==> src/sv/whsp_pkg.sv <==
// Package: shared types and constants of the WAV header stream parser.
package whsp_pkg;

  typedef enum logic [2:0] {
    ST_OK        = 3'd0,
    ST_SHORT     = 3'd1,
    ST_BAD_TAGS  = 3'd2,
    ST_FORMAT    = 3'd3,
    ST_OVERRUN   = 3'd4,
    ST_NO_DATA   = 3'd5
  } status_t;

  typedef enum logic [1:0] {
    REG_CHANNELS = 2'd0,
    REG_RATE     = 2'd1,
    REG_BITS     = 2'd2,
    REG_MIN_LEN  = 2'd3
  } reg_idx_t;

  typedef struct packed {
    logic [15:0] channels;
    logic [31:0] rate_hz;
    logic [15:0] bits;
    logic [15:0] min_len;
  } cfg_t;

  localparam logic [15:0] RST_CHANNELS = 16'd1;
  localparam logic [31:0] RST_RATE     = 32'd16000;
  localparam logic [15:0] RST_BITS     = 16'd16;
  localparam logic [15:0] RST_MIN_LEN  = 16'd44;

  // Tags as little-endian words: byte k sits at bits [8k+7:8k].
  localparam logic [31:0] TAG_RIFF = 32'h4646_4952;
  localparam logic [31:0] TAG_WAVE = 32'h4556_4157;
  localparam logic [31:0] TAG_DATA = 32'h6174_6164;

  localparam logic [15:0] POS_LIMIT   = 16'hFFFF;
  localparam logic [33:0] WALK_START  = 34'd36;
  localparam logic [33:0] HDR_BYTES   = 34'd8;
  localparam logic [31:0] FMT_PCM     = 32'd1;

endpackage

==> src/sv/whsp_in_if.sv <==
// Interface: byte stream input channel.
interface whsp_in_if;
  logic       valid;
  logic       ready;
  logic [7:0] data_byte;
  logic       last_byte;

  modport source (output valid, output data_byte, output last_byte, input ready);
  modport sink   (input valid, input data_byte, input last_byte, output ready);
endinterface

==> src/sv/whsp_out_if.sv <==
// Interface: parse result channel.
interface whsp_out_if;
  logic                 valid;
  logic                 ready;
  whsp_pkg::status_t    status;
  logic [15:0]          pcm_offset;
  logic [30:0]          sample_count;

  modport source (output valid, output status, output pcm_offset, output sample_count,
                  input ready);
  modport sink   (input valid, input status, input pcm_offset, input sample_count,
                  output ready);
endinterface

==> src/sv/wav_header_stream_parser.sv <==
// Top level: WAV header stream parser.
//
// Usage: feed the WAV buffer one byte per beat on in_bus, with last_byte set
// on the final byte. The block checks the RIFF and WAVE tags, the PCM format,
// channel, rate and bit fields against the configuration registers, walks the
// chunk headers from offset 36 and reports one result on out_bus per buffer:
// status, start offset of the PCM samples and the sample count.
// Throughput: one byte per cycle, except that a last byte waits while a
// result is held; limited by the single per-byte state update between the
// input register and the result register, which holds each buffer's result.
// Stall: while a result waits on out_bus, further non-last bytes keep
// flowing; a last byte holds in the input register until the result is taken.
// Reset: clears the stream state and loads the register defaults (channels 1,
// rate 16000, bits 16, minimum length 44). Program registers over the APB
// port only while no buffer is in flight.
module wav_header_stream_parser (
  input  logic        clk,
  input  logic        rst_n,
  whsp_in_if.sink     in_bus,
  whsp_out_if.source  out_bus,
  input  logic        psel,
  input  logic        penable,
  input  logic        pwrite,
  input  logic [3:0]  paddr,
  input  logic [31:0] pwdata,
  output logic [31:0] prdata,
  output logic        pready
);
  import whsp_pkg::*;

  cfg_t cfg;

  whsp_cfg_regs u_cfg (
    .clk     (clk),
    .rst_n   (rst_n),
    .psel    (psel),
    .penable (penable),
    .pwrite  (pwrite),
    .paddr   (paddr),
    .pwdata  (pwdata),
    .prdata  (prdata),
    .pready  (pready),
    .cfg     (cfg)
  );

  whsp_engine u_engine (
    .clk     (clk),
    .rst_n   (rst_n),
    .cfg     (cfg),
    .in_bus  (in_bus),
    .out_bus (out_bus)
  );

  a_ok_offset: assert property (@(posedge clk) disable iff (!rst_n)
    (out_bus.valid && out_bus.status == ST_OK) |-> (out_bus.pcm_offset >= 16'd44))
    else $error("ok result with pcm offset inside the fixed header");

  a_fail_zero: assert property (@(posedge clk) disable iff (!rst_n)
    (out_bus.valid && out_bus.status != ST_OK) |->
      (out_bus.pcm_offset == 16'd0 && out_bus.sample_count == 31'd0))
    else $error("failed result carries non-zero fields");

  a_backpressure: assert property (@(posedge clk) disable iff (!rst_n)
    !in_bus.ready |-> (out_bus.valid && !out_bus.ready))
    else $error("input stalled without a blocked result");

endmodule

==> src/sv/whsp_cfg_regs.sv <==
// Configuration registers behind an APB-style port.
module whsp_cfg_regs (
  input  logic             clk,
  input  logic             rst_n,
  input  logic             psel,
  input  logic             penable,
  input  logic             pwrite,
  input  logic [3:0]       paddr,
  input  logic [31:0]      pwdata,
  output logic [31:0]      prdata,
  output logic             pready,
  output whsp_pkg::cfg_t   cfg
);
  import whsp_pkg::*;

  logic [15:0] channels_r;
  logic [31:0] rate_r;
  logic [15:0] bits_r;
  logic [15:0] min_len_r;
  logic        wr_en;
  reg_idx_t    idx;

  assign pready = 1'b1;
  assign wr_en  = psel && penable && pwrite && pready;
  assign idx    = reg_idx_t'(paddr[3:2]);

  always_ff @(posedge clk) begin
    if (!rst_n) begin
      channels_r <= RST_CHANNELS;
      rate_r     <= RST_RATE;
      bits_r     <= RST_BITS;
      min_len_r  <= RST_MIN_LEN;
    end else if (wr_en) begin
      unique case (idx)
        REG_CHANNELS: channels_r <= pwdata[15:0];
        REG_RATE:     rate_r     <= pwdata;
        REG_BITS:     bits_r     <= pwdata[15:0];
        REG_MIN_LEN:  min_len_r  <= pwdata[15:0];
      endcase
    end
  end

  always_comb begin
    unique case (idx)
      REG_CHANNELS: prdata = {16'd0, channels_r};
      REG_RATE:     prdata = rate_r;
      REG_BITS:     prdata = {16'd0, bits_r};
      REG_MIN_LEN:  prdata = {16'd0, min_len_r};
    endcase
  end

  assign cfg.channels    = channels_r;
  assign cfg.rate_hz     = rate_r;
  assign cfg.bits        = bits_r;
  assign cfg.min_len     = min_len_r;

endmodule

==> src/sv/whsp_engine.sv <==
// Parse engine: input register, per-byte header state update, result register.
module whsp_engine (
  input  logic            clk,
  input  logic            rst_n,
  input  whsp_pkg::cfg_t  cfg,
  whsp_in_if.sink         in_bus,
  whsp_out_if.source      out_bus
);
  import whsp_pkg::*;

  // input register
  logic        in_valid_r;
  logic [7:0]  in_byte_r;
  logic        in_last_r;
  logic        advance;

  // stream state
  logic [15:0] pos_r,      pos_nxt;
  logic        tag_bad_r,  tag_bad_nxt;
  logic        fmt_bad_r,  fmt_bad_nxt;
  logic [31:0] acc_r,      acc_nxt;
  logic [33:0] chdr_r,     chdr_nxt;
  logic        id_data_r,  id_data_nxt;
  logic        found_r,    found_nxt;
  logic [31:0] dsize_r,    dsize_nxt;
  logic [33:0] dend_r,     dend_nxt;

  // result register
  logic        out_valid_r;
  status_t     status_r,   status_nxt;
  logic [15:0] pcm_r,      pcm_nxt;
  logic [30:0] count_r,    count_nxt;

  logic        take;
  logic [33:0] p_wide;
  logic [33:0] diff;
  logic        in_win;
  logic        fmt_en;
  logic [1:0]  fmt_k;
  logic        gather_en;
  logic [1:0]  gk;
  logic [31:0] acc_base;
  logic [31:0] acc_g;
  logic [15:0] min_len;

  assign advance      = in_valid_r && (!in_last_r || !out_valid_r || out_bus.ready);
  assign in_bus.ready = !in_valid_r || advance;

  always_ff @(posedge clk) begin
    if (!rst_n) begin
      in_valid_r <= 1'b0;
    end else if (in_bus.ready) begin
      in_valid_r <= in_bus.valid;
    end
  end

  always_ff @(posedge clk) begin
    if (in_bus.ready && in_bus.valid) begin
      in_byte_r <= in_bus.data_byte;
      in_last_r <= in_bus.last_byte;
    end
  end

  assign take   = (pos_r != POS_LIMIT);
  assign p_wide = {18'd0, pos_r};
  assign diff   = p_wide - chdr_r;
  assign in_win = take && !found_r && (chdr_r <= p_wide) && (diff[33:3] == 31'd0);

  always_comb begin
    fmt_en = 1'b0;
    fmt_k  = 2'd0;
    priority if (pos_r >= 16'd20 && pos_r < 16'd24) begin
      fmt_en = 1'b1;
      fmt_k  = {1'b0, pos_r[0]};
    end else if (pos_r >= 16'd24 && pos_r < 16'd28) begin
      fmt_en = 1'b1;
      fmt_k  = pos_r[1:0];
    end else if (pos_r >= 16'd34 && pos_r < 16'd36) begin
      fmt_en = 1'b1;
      fmt_k  = {1'b0, pos_r[0]};
    end else begin
      fmt_en = 1'b0;
    end
  end

  assign gather_en = fmt_en || (in_win && diff[2]);
  assign gk        = fmt_en ? fmt_k : diff[1:0];
  assign acc_base  = (gk == 2'd0) ? 32'd0 : acc_r;
  assign acc_g     = acc_base | ({24'd0, in_byte_r} << {gk, 3'b000});

  always_comb begin
    pos_nxt     = take ? pos_r + 16'd1 : pos_r;
    tag_bad_nxt = tag_bad_r;
    fmt_bad_nxt = fmt_bad_r;
    acc_nxt     = gather_en ? acc_g : acc_r;
    chdr_nxt    = chdr_r;
    id_data_nxt = id_data_r;
    found_nxt   = found_r;
    dsize_nxt   = dsize_r;
    dend_nxt    = dend_r;

    if (pos_r < 16'd4) begin
      if (in_byte_r != TAG_RIFF[{pos_r[1:0], 3'b000} +: 8]) tag_bad_nxt = 1'b1;
    end
    if (pos_r >= 16'd8 && pos_r < 16'd12) begin
      if (in_byte_r != TAG_WAVE[{pos_r[1:0], 3'b000} +: 8]) tag_bad_nxt = 1'b1;
    end
    if (pos_r == 16'd21 && acc_g != FMT_PCM) fmt_bad_nxt = 1'b1;
    if (pos_r == 16'd23 && acc_g != {16'd0, cfg.channels}) fmt_bad_nxt = 1'b1;
    if (pos_r == 16'd27 && acc_g != cfg.rate_hz) fmt_bad_nxt = 1'b1;
    if (pos_r == 16'd35 && acc_g != {16'd0, cfg.bits}) fmt_bad_nxt = 1'b1;

    if (in_win && !diff[2]) begin
      if (in_byte_r != TAG_DATA[{diff[1:0], 3'b000} +: 8]) id_data_nxt = 1'b0;
    end
    if (in_win && diff[2:0] == 3'd7) begin
      if (id_data_r) begin
        found_nxt = 1'b1;
        dsize_nxt = acc_g;
        dend_nxt  = chdr_r + HDR_BYTES + {2'd0, acc_g};
      end else begin
        chdr_nxt    = chdr_r + {2'd0, acc_g} + (acc_g[0] ? HDR_BYTES + 34'd1 : HDR_BYTES);
        id_data_nxt = 1'b1;
      end
    end
  end

  assign min_len = (cfg.min_len < WALK_START[15:0]) ? WALK_START[15:0] : cfg.min_len;

  always_comb begin
    pcm_nxt   = 16'd0;
    count_nxt = 31'd0;
    priority if (pos_nxt < min_len) begin
      status_nxt = ST_SHORT;
    end else if (tag_bad_nxt) begin
      status_nxt = ST_BAD_TAGS;
    end else if (fmt_bad_nxt) begin
      status_nxt = ST_FORMAT;
    end else if (!found_nxt) begin
      status_nxt = ST_NO_DATA;
    end else if (dend_nxt > {18'd0, pos_nxt}) begin
      status_nxt = ST_OVERRUN;
    end else begin
      status_nxt = ST_OK;
      pcm_nxt    = chdr_r[15:0] + HDR_BYTES[15:0];
      count_nxt  = dsize_nxt[31:1];
    end
  end

  // Clear the stream state after the last beat of a buffer.
  always_ff @(posedge clk) begin
    if (!rst_n || (advance && in_last_r)) begin
      pos_r     <= 16'd0;
      tag_bad_r <= 1'b0;
      fmt_bad_r <= 1'b0;
      acc_r     <= 32'd0;
      chdr_r    <= WALK_START;
      id_data_r <= 1'b1;
      found_r   <= 1'b0;
      dsize_r   <= 32'd0;
      dend_r    <= 34'd0;
    end else if (advance) begin
      pos_r     <= pos_nxt;
      tag_bad_r <= tag_bad_nxt;
      fmt_bad_r <= fmt_bad_nxt;
      acc_r     <= acc_nxt;
      chdr_r    <= chdr_nxt;
      id_data_r <= id_data_nxt;
      found_r   <= found_nxt;
      dsize_r   <= dsize_nxt;
      dend_r    <= dend_nxt;
    end
  end

  always_ff @(posedge clk) begin
    if (!rst_n) begin
      out_valid_r <= 1'b0;
    end else if (advance && in_last_r) begin
      out_valid_r <= 1'b1;
    end else if (out_bus.ready) begin
      out_valid_r <= 1'b0;
    end
  end

  always_ff @(posedge clk) begin
    if (advance && in_last_r) begin
      status_r <= status_nxt;
      pcm_r    <= pcm_nxt;
      count_r  <= count_nxt;
    end
  end

  assign out_bus.valid        = out_valid_r;
  assign out_bus.status       = status_r;
  assign out_bus.pcm_offset   = pcm_r;
  assign out_bus.sample_count = count_r;

endmodule

==> src/flat_wrapper.sv <==
// flat-port wrapper written by rule: the top's interface ports become plain ports
module wav_header_stream_parser_flat import whsp_pkg::*;
  (clk, rst_n, psel, penable, pwrite, paddr, pwdata, prdata, pready, in_bus_valid, in_bus_data_byte, in_bus_last_byte, in_bus_ready, out_bus_valid, out_bus_status, out_bus_pcm_offset, out_bus_sample_count, out_bus_ready);
  whsp_in_if in_bus_i ();
  whsp_out_if out_bus_i ();
  input  logic clk;
  input  logic rst_n;
  input  logic psel;
  input  logic penable;
  input  logic pwrite;
  input  logic [3:0] paddr;
  input  logic [31:0] pwdata;
  output logic [31:0] prdata;
  output logic pready;
  input wire logic [$bits(in_bus_i.valid)-1:0] in_bus_valid;
  input wire logic [$bits(in_bus_i.data_byte)-1:0] in_bus_data_byte;
  input wire logic [$bits(in_bus_i.last_byte)-1:0] in_bus_last_byte;
  output wire logic [$bits(in_bus_i.ready)-1:0] in_bus_ready;
  output wire logic [$bits(out_bus_i.valid)-1:0] out_bus_valid;
  output wire logic [$bits(out_bus_i.status)-1:0] out_bus_status;
  output wire logic [$bits(out_bus_i.pcm_offset)-1:0] out_bus_pcm_offset;
  output wire logic [$bits(out_bus_i.sample_count)-1:0] out_bus_sample_count;
  input wire logic [$bits(out_bus_i.ready)-1:0] out_bus_ready;
  assign in_bus_i.valid = in_bus_valid;
  assign in_bus_i.data_byte = in_bus_data_byte;
  assign in_bus_i.last_byte = in_bus_last_byte;
  assign in_bus_ready = in_bus_i.ready;
  assign out_bus_valid = out_bus_i.valid;
  assign out_bus_status = out_bus_i.status;
  assign out_bus_pcm_offset = out_bus_i.pcm_offset;
  assign out_bus_sample_count = out_bus_i.sample_count;
  assign out_bus_i.ready = out_bus_ready;
  wav_header_stream_parser u_core (.clk(clk), .rst_n(rst_n), .in_bus(in_bus_i), .out_bus(out_bus_i), .psel(psel), .penable(penable), .pwrite(pwrite), .paddr(paddr), .pwdata(pwdata), .prdata(prdata), .pready(pready));
endmodule
==> config.mk <==
export PLATFORM = sky130hd
export DESIGN_NAME = wav_header_stream_parser_flat
export DESIGN_NICKNAME = d
export VERILOG_FILES = /design/src/sv/whsp_pkg.sv /design/src/sv/whsp_in_if.sv /design/src/sv/whsp_out_if.sv /design/src/sv/wav_header_stream_parser.sv /design/src/sv/whsp_cfg_regs.sv /design/src/sv/whsp_engine.sv /design/src/flat_wrapper.sv
export SDC_FILE = /design/constraint.sdc
export NUM_CORES = 1
export LEC_CHECK = 0
export ABC_CLOCK_PERIOD_IN_PS = 7000
export BUFFER_PORTS_ARGS = -buffer_cell sky130_fd_sc_hd__buf_4
export CORE_UTILIZATION = 45
export DETAILED_ROUTE_END_ITERATION = 12
export SYNTH_ARGS = -nofsm -noshare
export SYNTH_HDL_FRONTEND = slang
export SYNTH_HIERARCHICAL = 1
export SYNTH_SLANG_ARGS = --single-unit
==> constraint.sdc <==
create_clock -name clk -period 7 [get_ports clk]
set_input_delay 0.35 -clock clk [delete_from_list [all_inputs] [get_ports clk]]
set_output_delay 0.35 -clock clk [all_outputs]
set_load 0.02 [all_outputs]
==> report_table.html <==
<table>
<tr><th>Metric</th><th>Value</th></tr>
<tr><th colspan="2">Synth</th></tr>
<tr><td>Number of flops mapped to enable cells by yosys</td><td>a little under 60</td></tr>
<tr><td>Portion of netlist area occupied by mux cells</td><td>7.85%</td></tr>
<tr><td>Share of async-settable or async-resettable flops after synthesis</td><td>0%</td></tr>
<tr><td>Fraction of the mapped netlist area in compound gates</td><td>18.1%</td></tr>
<tr><td>Biggest area consumer among synthesized cells</td><td>sky130_fd_sc_hd__dfxtp_1</td></tr>
<tr><td>Post-Syn Area per Cell</td><td>8.40 um2</td></tr>
<tr><td>Register bit count reported by yosys</td><td>290</td></tr>
<tr><td>Adder-cell share of the synthesized area</td><td>7.34%</td></tr>
<tr><td>Simple-gate share of the synthesized area</td><td>between 20% and 30%</td></tr>
<tr><td>Share of the synthesized netlist area taken by xor and xnor gates</td><td>6.28%</td></tr>
<tr><td>Count of different cell masters after synthesis</td><td>between 100 and 150</td></tr>
<tr><td>Yosys warning total</td><td>6</td></tr>
<tr><td>Main combinational cell family by area after synthesis</td><td>simple AND/OR/NAND/NOR gates</td></tr>
<tr><td>Sequential element share of the synthesized area</td><td>31.6%</td></tr>
<tr><td>Area of the mapped netlist</td><td>0.0202 mm2</td></tr>
<tr><td>Post-Synthesis Cells</td><td>2408</td></tr>
<tr><td>Leading register cell type out of synthesis</td><td>sky130_fd_sc_hd__dfxtp_1</td></tr>
<tr><td>Cell types occupying the most area after synthesis</td><td>sky130_fd_sc_hd__dfxtp_1, sky130_fd_sc_hd__edfxtp_1, sky130_fd_sc_hd__ha_1</td></tr>
<tr><td>Area share of the leading cell type in the synthesized netlist</td><td>23.0%</td></tr>
<tr><th colspan="2">Timing</th></tr>
<tr><td>Setup violation total in the final timing report</td><td>0</td></tr>
<tr><td>Slew at the pin with the worst max-slew slack</td><td>1.22 ns</td></tr>
<tr><td>Pins over their slew limit</td><td>0</td></tr>
<tr><td>Clock Skews</td><td>0.0383 ns</td></tr>
<tr><td>Peak Freq</td><td>144 MHz</td></tr>
<tr><td>Time the final worst path needs with I/O delays and setup</td><td>6.93 ns</td></tr>
<tr><td>Portion of the clock cycle consumed by the worst path in the final layout</td><td>99.0%</td></tr>
<tr><td>Fin Setup TNS</td><td>0 ns</td></tr>
<tr><td>Unrepaired setup endpoints after global routing</td><td>true</td></tr>
<tr><td>Number of hold violations in the final report</td><td>0</td></tr>
<tr><td>Max-Slew Margin vs Limit</td><td>18.6%</td></tr>
<tr><th colspan="2">Die</th></tr>
<tr><td>Floorplan row count</td><td>between 70 and 80</td></tr>
<tr><td>Starting Density</td><td>45.6%</td></tr>
<tr><td>Height of the die</td><td>214 um</td></tr>
<tr><td>Width of the chip</td><td>214 um</td></tr>
<tr><td>Area of the core</td><td>0.0443 mm2</td></tr>
<tr><td>Area of the die</td><td>0.0458 mm2</td></tr>
<tr><td>Count of pins on the block boundary</td><td>around 140</td></tr>
<tr><th colspan="2">Placement</th></tr>
<tr><td>Count of buffers from port buffering</td><td>132</td></tr>
<tr><td>Placed cell count</td><td>3224</td></tr>
<tr><td>Weighted congestion reported at the end of routability-driven placement</td><td>0.996</td></tr>
<tr><td>Detailed placer's ending HPWL</td><td>a little under 60 mm</td></tr>
<tr><th colspan="2">Final layout</th></tr>
<tr><td>Fraction of layout instances using a drive strength above 1</td><td>22.9%</td></tr>
<tr><td>Layout-stage area growth over the synthesis result</td><td>24.1%</td></tr>
<tr><td>Final #Nets</td><td>2870</td></tr>
<tr><td>Filler-free cell count of the finished design</td><td>about 3300</td></tr>
<tr><th colspan="2">Routing</th></tr>
<tr><td>Total wire length after detailed routing</td><td>75.2 mm</td></tr>
<tr><td>DR iter-0 viols</td><td>1634</td></tr>
<tr><td>Antenna Violating Nets Remaining</td><td>0</td></tr>
<tr><td>Initial DRT Pass Iterations</td><td>5</td></tr>
<tr><td>Post-detailed-route wirelength per cell</td><td>22.6 um</td></tr>
<tr><td>Top routing layer used</td><td>met5</td></tr>
<tr><td>Routed met2 length</td><td>33.1 mm</td></tr>
<tr><td>Post-detailed-route via-to-cell ratio</td><td>about 5.9</td></tr>
<tr><td>Wire length on met3</td><td>~6.3 mm</td></tr>
<tr><td>Vias</td><td>roughly 20000</td></tr>
<tr><td>Wire length the detailed router placed on met1</td><td>~33 mm</td></tr>
<tr><td>DRC viols</td><td>0</td></tr>
<tr><th colspan="2">Clock network</th></tr>
<tr><td>Maximum count of clock buffers along a single path</td><td>3</td></tr>
<tr><td>Clock-pin slew reported for the worst setup and hold paths after clock tree synthesis</td><td>0.06 ns</td></tr>
<tr><td>Clk Tree Root Cell</td><td>sky130_fd_sc_hd__clkbuf_16</td></tr>
<tr><td>H-tree depth</td><td>2</td></tr>
<tr><td>CTS sink cnt</td><td>290</td></tr>
<tr><td>Number of buffers inserted during clock tree synthesis</td><td>35</td></tr>
<tr><td>TritonCTS clock tree</td><td>yes</td></tr>
<tr><td>Source-to-sink clock delay at the later pin of the worst-skew pair</td><td>0.57 ns</td></tr>
<tr><th colspan="2">GRT</th></tr>
<tr><td>Combined global-route utilization of all metal layers</td><td>31.8%</td></tr>
<tr><td>Wire length of the first global-routing pass</td><td>roughly 110 mm</td></tr>
<tr><td>Via count of the first global-routing pass</td><td>18500</td></tr>
<tr><td>Antenna violations before repair</td><td>1</td></tr>
<tr><td>Maximum number of pins on one net before global-route repair</td><td>89</td></tr>
<tr><td>Total grt overflow</td><td>0</td></tr>
<tr><th colspan="2">Critical path</th></tr>
<tr><td>Kind of start point of the critical path</td><td>flop</td></tr>
<tr><td>Required time at the endpoint of the critical path</td><td>7.41 ns</td></tr>
<tr><td>Crit end category</td><td>flop</td></tr>
<tr><td>Slowest Stage Delay on Critical Path</td><td>between 0.5 and 0.6 ns</td></tr>
<tr><td>Type of the worst setup path</td><td>reg2reg</td></tr>
<tr><td>Cell at the slowest stage of the critical path</td><td>sky130_fd_sc_hd__or4_4</td></tr>
<tr><td>Worst Path Arrival</td><td>about 7.3 ns</td></tr>
<tr><td>Critical Path Fanout Max</td><td>9</td></tr>
<tr><th colspan="2">Power and ir drop</th></tr>
<tr><td>Leakage</td><td>10.1 nW</td></tr>
<tr><td>Maximum VDD drop</td><td>0.203 mV</td></tr>
<tr><td>Pwr dens</td><td>between 150 and 200 mW/mm2</td></tr>
<tr><th colspan="2">Outcome</th></tr>
<tr><td>Run status</td><td>complete, no violations</td></tr>
<tr><th colspan="2">Min path</th></tr>
<tr><td>Worst min path class</td><td>in2reg</td></tr>
<tr><th colspan="2">Run</th></tr>
<tr><td>Number of max-capacitance violations reported</td><td>0</td></tr>
</table>
==> synth_stat cells (all sizes together) (10+ instances only) <==
cell type	instances
a41oi	10
or3	26
nor4b	10
mux2i	118
nor2	211
inv	91
ha	113
edfxtp	58
a211oi	47
buf	51
nand2	298
nor3	93
a22oi	16
o21a	29
and3	15
nand2b	11
nor2b	25
a21oi	156
o211ai	21
nor4	25
o22ai	12
nand3	55
dfxtp	232
o21ai	107
and4	10
or4	18
a31oi	24
nand4	48
mux4	16
and2	44
xnor2	91
clkbuf	105
a21o	26
xor2	54
==> worst max-delay path, delay by kind of cell (launching register included) <==
family          cells  cell delay (ns)
compound gates     10             2.13
simple gates        7             2.11
buf+inv             8             1.21
fa+ha+maj           3             0.69
flops               1             0.31
mux                 1             0.18
xor+xnor            1             0.14
==> stage by stage <==
stage                     hold WS (ns)  area, um2  worst slack (ns)  total power [mW]  util (%)
after floorplan                  0.431      20300            0.0139              2.16         -
after global placement           0.437      23100            -0.342              2.45      52.2
after detailed placement         0.444      23100            -0.387              2.46      52.2
after CTS                       0.0131      24600            0.0125              4.32      55.5
after global routing            0.0427      25100            -0.123              4.48      56.6
final                           0.0431      25100            0.0715              4.35      56.6
==> final timing paths <==
path                         startpoint                                    end  slack [ns]  cells after the start
min                           pwdata[7]                 u_core/u_cfg/rate_r[7]        0.04                      3
max reg2reg    u_core/u_engine/pos_r[7]  u_core/u_engine/out_bus.pcm_offset[7]        0.07                     30
min reg2reg  u_core/u_engine/dend_r[31]             u_core/u_engine/dend_r[31]        0.45                      2
max            u_core/u_engine/pos_r[7]  u_core/u_engine/out_bus.pcm_offset[7]        0.07                     30
==> layer usage <==
layer  up-vias  GRT usage (%)
li1       9308              -
met1      9491           43.6
met2       816           49.3
met3       140           5.98
met4         2           12.4
met5         -           1.15
==> kinds of logic after synthesis <==
| kind of cell | after synthesis |
|---|---|
| compound gates | 544 |
| simple gates | 925 |
| xor+xnor | 145 |
| flops | 290 |
| buf+inv | 247 |
| fa+ha+maj | 117 |
| other cells | 3 |
| mux | 137 |
==> cell usage in the layout (no fill, tap or decap), types with 36 or more instances in the layout <==
| cell | instances |
|---|---|
| sky130_fd_sc_hd__nor2_1 | 205 |
| sky130_fd_sc_hd__xnor2_1 | 86 |
| sky130_fd_sc_hd__buf_4 | 387 |
| sky130_fd_sc_hd__a21oi_1 | 146 |
| sky130_fd_sc_hd__dfxtp_1 | 230 |
| sky130_fd_sc_hd__nor3_1 | 49 |
| sky130_fd_sc_hd__xor2_1 | 54 |
| sky130_fd_sc_hd__a211oi_1 | 47 |
| sky130_fd_sc_hd__o21ai_0 | 95 |
| sky130_fd_sc_hd__nor3_2 | 38 |
| sky130_fd_sc_hd__inv_1 | 85 |
| sky130_fd_sc_hd__nand3_1 | 54 |
| sky130_fd_sc_hd__mux2i_1 | 115 |
| sky130_fd_sc_hd__edfxtp_1 | 58 |
| sky130_fd_sc_hd__nand4_1 | 47 |
| sky130_fd_sc_hd__nand2_1 | 297 |
| sky130_fd_sc_hd__and2_1 | 43 |
| sky130_fd_sc_hd__clkbuf_16 | 36 |
| sky130_fd_sc_hd__ha_1 | 100 |
==> area by class of cell <==
| type | instances | area (um2) |
|---|---|---|
| inverters | 91 | 342 |
| repair buffers | 412 | 3240 |
| clock inverters | 14 | 189 |
| flip-flops and latches | 290 | 6390 |
| fillers | 4098 | 19200 |
| well taps | 592 | 741 |
| diodes | 2 | 5.00 |
| multi-input cells | 1872 | 13200 |
| clock buffers | 50 | 972 |
==> sequential cells by signal, summed over array words and instances (netlist names), 3 cells and up <==
register                              count
u_core/u_engine/dend_r                   34
u_core/u_engine/chdr_r                   33
u_core/u_cfg/rate_r                      32
u_core/u_engine/acc_r                    32
u_core/u_engine/dsize_r                  31
u_core/u_engine/out_bus.sample_count     31
u_core/u_cfg/bits_r                      16
u_core/u_cfg/channels_r                  16
u_core/u_cfg/min_len_r                   16
u_core/u_engine/pos_r                    16
u_core/u_engine/out_bus.pcm_offset       15
u_core/u_engine/in_byte_r                 8
u_core/u_engine/out_bus.status            3
==> report_power, final <==
| part | internal [mW] | switching, mW | total [mW] |
|---|---|---|---|
| Clock | 1.09 | 0.771 | 1.86 |
| Combinational | 0.307 | 0.448 | 0.755 |
| Sequential | 1.72 | 0.0210 | 1.74 |
| Total | 3.11 | 1.24 | 4.35 |
==> repair_timing <==
action | in CTS | in global routing
resized for setup | 22 | 76
gates cloned | 2 | 1
setup buffers | 7 | 16
setup endpoints to repair | 45 | 45
hold endpoints to repair | 9 | 0
hold buffers | 9 | 0
pin swaps | 8 | 35
Power figures use the tool's default switching activity.
